<file path="src/rtl/core/spq_pkg.sv">
// Shared types and codes for the sorted priority queue.
`default_nettype none
package spq_pkg;

  localparam int TagW   = 16;
  localparam int PrioW  = 16;
  localparam int CountW = 6;

  // Operation kind carried on s_tuser
  localparam logic KIND_INSERT = 1'b0;
  localparam logic KIND_REMOVE = 1'b1;

  // Result status carried on m_tuser
  typedef enum logic [1:0] {
    ST_DONE     = 2'd0,
    ST_OVERFLOW = 2'd1,
    ST_EMPTY    = 2'd2
  } status_t;

  // One queue slot held by a cell
  typedef struct packed {
    logic             occ;
    logic [TagW-1:0]  tag;
    logic [PrioW-1:0] prio;
  } entry_t;

  // Operation broadcast to every cell
  typedef struct packed {
    logic             ins;
    logic             rem;
    logic [TagW-1:0]  tag;
    logic [PrioW-1:0] prio;
  } cell_op_t;

endpackage
`default_nettype wire

</file>
<file path="src/rtl/core/sorted_priority_queue.sv">
// Top level: sorted priority queue built as a chain of compare-and-shift cells.
// Usage:
//   Slave channel (s_*) carries operations: s_tuser selects insert or remove,
//   s_tdata carries the tag and priority of an insert (ignored on remove).
//   Master channel (m_*) returns one result per operation: status on m_tuser,
//   removed tag/priority and the live count on m_tdata.
//   Every cell compares its entry with the incoming priority in parallel and
//   shifts toward its neighbor in the same cycle; the result appears on m_*
//   in the cycle after the transfer, and a new operation is taken every cycle
//   while the receiver does not stall. The per-cell compare and the
//   neighbor mux set the cycle time; DEPTH sets the number of cells.
//   Equal priorities leave first in, first out. An insert into a full queue
//   reports overflow; a remove from an empty queue reports empty; neither
//   changes the contents.
//   Reset empties the queue and drops any pending result. While the receiver
//   stalls, the result register holds and s_tready stays low.
`default_nettype none
module sorted_priority_queue #(
  parameter int DEPTH = 32
) (
  input  wire logic        clk,
  input  wire logic        rst,
  input  wire logic        s_tvalid,
  output logic             s_tready,
  input  wire logic [31:0] s_tdata,  // [15:0] tag, [31:16] prio
  input  wire logic        s_tuser,  // [0] kind
  output logic             m_tvalid,
  input  wire logic        m_tready,
  output logic [39:0]      m_tdata,  // [15:0] out_tag, [31:16] out_prio,
                                     // [37:32] live_count, [39:38] zero
  output logic [1:0]       m_tuser   // [1:0] status
);
  import spq_pkg::*;

  localparam int HeldW = $clog2(DEPTH + 1);

  entry_t     cell_q [DEPTH];
  logic       cell_gt [DEPTH];
  cell_op_t   op;
  logic       fire;
  logic       full;
  logic       empty;
  logic [HeldW-1:0] held;
  logic [HeldW-1:0] held_next;
  logic [HeldW+CountW-1:0] held_wide;
  status_t    status_next;
  logic [TagW-1:0]  tag_next;
  logic [PrioW-1:0] prio_next;

  assign s_tready = !m_tvalid || m_tready;
  assign fire     = s_tvalid && s_tready;
  assign full     = cell_q[DEPTH-1].occ;
  assign empty    = !cell_q[0].occ;

  // Broadcast operation to the chain
  always_comb begin
    op.ins  = fire && (s_tuser == KIND_INSERT) && !full;
    op.rem  = fire && (s_tuser == KIND_REMOVE) && !empty;
    op.tag  = s_tdata[TagW-1:0];
    op.prio = s_tdata[TagW+PrioW-1:TagW];
  end

  // Chain of cells
  for (genvar i = 0; i < DEPTH; i++) begin : g_cell
    entry_t left_e;
    logic   left_g;
    entry_t right_e;

    if (i == 0) begin : g_head
      assign left_e = '{occ: 1'b1, tag: '0, prio: '0};
      assign left_g = 1'b0;
    end else begin : g_body
      assign left_e = cell_q[i-1];
      assign left_g = cell_gt[i-1];
    end

    if (i == DEPTH - 1) begin : g_tail
      assign right_e = '0;
    end else begin : g_mid
      assign right_e = cell_q[i+1];
    end

    spq_cell u_cell (
      .clk         (clk),
      .rst         (rst),
      .op          (op),
      .left_entry  (left_e),
      .left_gt     (left_g),
      .right_entry (right_e),
      .entry       (cell_q[i]),
      .gt          (cell_gt[i])
    );
  end

  // Result fields and count update
  always_comb begin
    status_next = ST_DONE;
    tag_next    = '0;
    prio_next   = '0;
    held_next   = held;
    if (s_tuser == KIND_INSERT) begin
      if (full) begin
        status_next = ST_OVERFLOW;
      end else begin
        held_next = held + HeldW'(1);
      end
    end else begin
      if (empty) begin
        status_next = ST_EMPTY;
      end else begin
        tag_next  = cell_q[0].tag;
        prio_next = cell_q[0].prio;
        held_next = held - HeldW'(1);
      end
    end
  end

  assign held_wide = {{CountW{1'b0}}, held_next};

  // Live count
  always_ff @(posedge clk) begin
    if (rst) begin
      held <= '0;
    end else if (fire) begin
      held <= held_next;
    end
  end

  // Output register
  always_ff @(posedge clk) begin
    if (rst) begin
      m_tvalid <= 1'b0;
    end else if (fire) begin
      m_tvalid <= 1'b1;
    end else if (m_tready) begin
      m_tvalid <= 1'b0;
    end
  end

  always_ff @(posedge clk) begin
    if (fire) begin
      m_tdata <= {2'b00, held_wide[CountW-1:0], prio_next, tag_next};
      m_tuser <= status_next;
    end
  end

endmodule
`default_nettype wire

</file>
<file path="src/rtl/core/spq_cell.sv">
// One slot of the sorted chain: compare against the new entry and shift.
`default_nettype none
module spq_cell (
  input  wire logic             clk,
  input  wire logic             rst,
  input  wire spq_pkg::cell_op_t op,
  input  wire spq_pkg::entry_t  left_entry,
  input  wire logic             left_gt,
  input  wire spq_pkg::entry_t  right_entry,
  output spq_pkg::entry_t       entry,
  output logic                  gt
);
  import spq_pkg::*;

  entry_t entry_next;

  // Held entry orders after the new one
  assign gt = entry.occ && (entry.prio > op.prio);

  // Shift left on remove; on insert shift right or take the new entry
  always_comb begin
    entry_next = entry;
    if (op.rem) begin
      entry_next = right_entry;
    end else if (op.ins) begin
      if (left_gt) begin
        entry_next = left_entry;
      end else if (left_entry.occ && (!entry.occ || gt)) begin
        entry_next.occ  = 1'b1;
        entry_next.tag  = op.tag;
        entry_next.prio = op.prio;
      end
    end
  end

  // Occupancy is control, payload needs no reset
  always_ff @(posedge clk) begin
    entry.tag  <= entry_next.tag;
    entry.prio <= entry_next.prio;
    if (rst) begin
      entry.occ <= 1'b0;
    end else begin
      entry.occ <= entry_next.occ;
    end
  end

endmodule
`default_nettype wire

</file>
<file path="config.mk">
export PLATFORM = sky130hd
export DESIGN_NAME = sorted_priority_queue
export DESIGN_NICKNAME = d
export VERILOG_FILES = /design/src/rtl/core/spq_pkg.sv /design/src/rtl/core/sorted_priority_queue.sv /design/src/rtl/core/spq_cell.sv
export SDC_FILE = /design/constraint.sdc
export NUM_CORES = 2
export LEC_CHECK = 0
export ABC_AREA = 1
export ABC_CLOCK_PERIOD_IN_PS = 4700
export BUFFER_PORTS_ARGS = -buffer_cell sky130_fd_sc_hd__buf_2
export CAP_MARGIN = 20
export CORE_MARGIN = 2
export CORE_UTILIZATION = 48
export CTS_CLUSTER_DIAMETER = 80
export DETAILED_ROUTE_END_ITERATION = 8
export SYNTH_ARGS = -nofsm -noshare
export SYNTH_HDL_FRONTEND = slang
export SYNTH_SLANG_ARGS = --single-unit
</file>
<file path="constraint.sdc">
create_clock -name clk -period 4.7 [get_ports clk]
set_input_delay 0.47 -clock clk [delete_from_list [all_inputs] [get_ports clk]]
set_output_delay 0.47 -clock clk [all_outputs]
set_load 0.1 [all_outputs]
</file>
==> Implementation_results.wiki <==
{| class="wikitable"
! Metric !! Value
|-
| Post-detailed-routing wire length || 201000 um
|-
| First element of the critical path || g_cell[0].u_cell.entry[32]
|-
| Nature of the critical path endpoint || register
|-
| WP buf/inv || 4
|-
| Layout net count || 8373
|-
| Total number of H-tree levels || 4
|-
| Number of DRC violations after detailed-routing iteration 0 || 6098
|-
| End of the worst hold path || g_cell[31].u_cell.entry[27]
|-
| Share of power burned in registers || 46.8%
|-
| Fin Clk Skew || 0.0360 ns
|-
| Adder-cell area share of the yosys netlist || 9.29%
|-
| Switching share of power || 26.0%
|-
| Die area || 143000 sq um
|-
| Area leader, netlist || edfxtp_1
|-
| Number of buffers inserted during clock tree synthesis || 133
|-
| Worst-case setup slack after placement || 1.03 ns
|-
| Global placement routability congestion || 0.874
|-
| Yosys warns || 0
|-
| Placeable Area || 139000 sq um
|-
| Wire length per cell || 20.5 um
|-
| Overall overflow remaining after global route || 0
|-
| Post-synthesis cell count || 8020
|-
| Internal portion of total power || 17.9 mW
|-
| Length of the first detailed-routing pass in iterations || 6
|-
| Fraction of synthesized area in multiplexers || 0%
|-
| Initial antenna violation count || 4
|-
| Switching power || 6.29 mW
|-
| Crit-path cells || nand2_2 -> buf_4 -> nor2_4 -> buf_12 -> buf_12 -> buf_4 -> nand2_1 -> o21ai_0
|-
| Max_slew headroom || 17.1%
|-
| Maximum root-to-sink buffer count || 3
|-
| Num Clock Sinks || 1103
|-
| Measured slew at the worst slew-check pin || 1.24 ns
|-
| Final Power || 24.2 mW
|-
| Global-route total usage across every layer || 28.0%
|-
| Final hold slack || 0.0705 ns
|-
| Cell Count, Final, Fillers Out || 9815
|-
| Starting utilization of the core area || 48.2%
|-
| Via count of the first global-routing pass || 51646
|-
| Register-to-Register Path Depth || 8
|-
| Share of layout cells above drive strength 1 || 6.19%
|-
| Clock-pin slew on the worst setup and hold paths || 0.06 ns
|-
| Post-route setup slack || 0.992 ns
|-
| Netlist cell types || 32
|-
| Average size of a mapped cell || 8.36 sq um
|-
| Post-CTS Repair Setup Buffers || 0
|-
| Max Cap Violations || 0
|-
| Compound-cell area share of the yosys netlist || 17.9%
|-
| Slowest stage cell, crit path || dfxtp_1
|-
| Final period util || 78.9%
|-
| Final hold violations || 0
|-
| Share of power burned in combinational logic || 11.6%
|-
| Setup Total Neg Slack || 0 ns
|-
| Y dimension of the die || 378 um
|-
| CTS Root Cell || clkbuf_16
|-
| Largest family of logic cells by synthesized area || compound AO/OA/AOI/OAI gates
|-
| Post-synthesis share of cell area spent on and, or, nand and nor gates || 17.4%
|-
| Clock power share || 41.6%
|-
| Setup repair after global routing missed its margin || false
|-
| Worst R2R Setup Slack || 0.99 ns
|-
| Ratio of total power to cell area || 332 nW/um^2
|-
| Largest net degree at the start of global routing || 243
|-
| Detailed placer's ending HPWL || 141000 um
|-
| Wire length of the first global-routing pass || 309000 um
|-
| Relative area change from synthesis to final layout || 8.64%
|-
| Critical R2R Capture || g_cell[5].u_cell.entry[10]
|-
| Number of I/O pins || 81
|-
| Worst-skew pair later-pin latency || 0.78 ns
|-
| Maximum operating frequency || 0.270 GHz
|-
| DRC viols || 0
|-
| Num rows || 137
|-
| Fill cell total of the finished layout || 12945
|-
| Min cycle time layout || 3.71 ns
|-
| Width of the chip || 378 um
|-
| Cell area after synthesis || 67000 sq um
|-
| Number of register bits inferred by synthesis || 1103
|-
| Kind of cell adding the most delay to the critical path || buffers and inverters
|-
| Startpoint Class || register
|-
| Number of max-slew violations in the final report || 0
|-
| Fraction of synthesized cell area taken by the top area cell type || 46.2%
|-
| Portion of the post-synthesis area used by sequential elements || 48.3%
|-
| Origin of the worst min-delay path || s_tdata[11]
|-
| IR Drop Worst-Case VDD || 0.000213 V
|-
| Most frequent cells in the layout || nand2_1 (2675), o21ai_0 (1167), edfxtp_1 (1032)
|-
| Via/cell ratio || 5.65
|-
| CTS tree || yes
|-
| Required time of the critical path || 5.30 ns
|-
| Total of cells resized after clock tree synthesis || 0
|-
| Quantity of hold-fixing buffers added after cts || 2
|-
| CP max stage delay || 0.66 ns
|-
| Synth top area cells || edfxtp_1 (46%), nand2_1 (15%), ha_1 (9.3%), o21ai_0 (8.7%), o21ai_1 (6.3%)
|-
| Cell count of the worst hold path || 5
|-
| Antenna Violating Nets Remaining || 0
|-
| Worst Path Max Fanout || 235
|-
| Number of failing setup endpoints in the final timing report || 0
|-
| Path class of the lowest-slack min-delay path || in -> reg
|-
| Number of buffers inserted by port buffering || 78
|-
| Startpoint of the most critical register-to-register path || g_cell[0].u_cell.entry[32]
|-
| CP Class || reg -> reg
|-
| Post-synthesis share of cell area spent on xor and xnor gates || 0.0653%
|-
| Storage cell area || 32400 sq um
|-
| Multi-input gate area || 30200 sq um
|-
| Via count || 55438
|-
| Leak pwr || 29.3 nW
|-
| DP Cell Count || 9576
|-
| Outcome || finished, final reports clean
|-
| Arrival @ worst endpoint || 4.31 ns
|-
| Most common cell after layout, fill and taps aside || nand2_1
|}
==> flip-flops by register name, summed over array words and instances, names as in the netlist <==
signal / cells
held: 6
m_tuser: 2
m_tdata: 38
m_tvalid: 1
g_cell.u_cell.entry: 1056
==> routing by layer <==
layer  wire, um  GRT usage, %  vias up
met3      17500          4.82      361
met1      90900          40.9    25801
met2      86600          41.8     2208
met5         46             0        -
li1           -             -    27062
met4       6480          9.62        6
==> area by class of cell <==
type	instances	area share (%)
flip-flops and latches	1103	44.5
multi-input cells	5919	41.4
clock buffers	182	5.09
well taps	1876	3.22
repair buffers	244	2.89
inverters	437	2.26
clock inverters	52	0.632
diodes	2	0.00687
==> cells by family after synthesis <==
logic type	after synthesis
xor gates and xnor gates	5
buffers and inverters	999
and+or+nand+nor	3036
other	1
DFF	1103
adders and majority gates	498
AOI/OAI and AO/OA	2378
==> stage by stage <==
stage	util (%)	cell area, sq um
floorplan	-	67100
global placement	49.3	68600
detailed placement	49.4	68600
CTS	52.4	72800
global route	52.4	72800
finish	52.4	72800
==> how the worst max path moves through the flow <==
stage	to	slack, ns	depth (start not counted)
3_5_place_dp	g_cell[30].u_cell.entry[31]	1.03	15
5_1_grt	g_cell[5].u_cell.entry[9]	0.81	8
4_1_cts	g_cell[9].u_cell.entry[26]	1.13	7
6_report	g_cell[5].u_cell.entry[10]	0.99	8
2_1_floorplan	g_cell[0].u_cell.entry[0]	0.34	6
3_3_place_gp	g_cell[30].u_cell.entry[29]	1.05	15
==> synth_stat cells, drive strengths merged <==
cell type,number
o21ai,2025
nand4,20
dfxtp,71
nand2,2686
a211oi,1
or2,1
clkbuf,257
xor2,5
o31ai,1
a21o,31
ha,498
nand3,126
nor3,23
nor2,180
o32ai,1
a21oi,318
a31oi,1
conb,1
inv,437
buf,305
edfxtp,1032
==> power groups by stage <==
stage / Sequential, mW / Clock (mW) / Combinational (mW)
2_1_floorplan: 11.6 / 0 / 1.87
3_3_place_gp: 11.5 / 0 / 2.68
3_5_place_dp: 11.5 / 0 / 2.77
4_1_cts: 11.3 / 10.2 / 2.78
5_1_grt: 11.3 / 10.6 / 3.18
6_report: 11.3 / 10.0 / 2.81
==> tightest hold or removal path, stage by stage <==
cell     delay (ns)
buf_2          0.13
nand2_1        0.06
nand3_1        0.07
nand2_1        0.04
inv_1          0.04
Power figures use the tool's default switching activity.
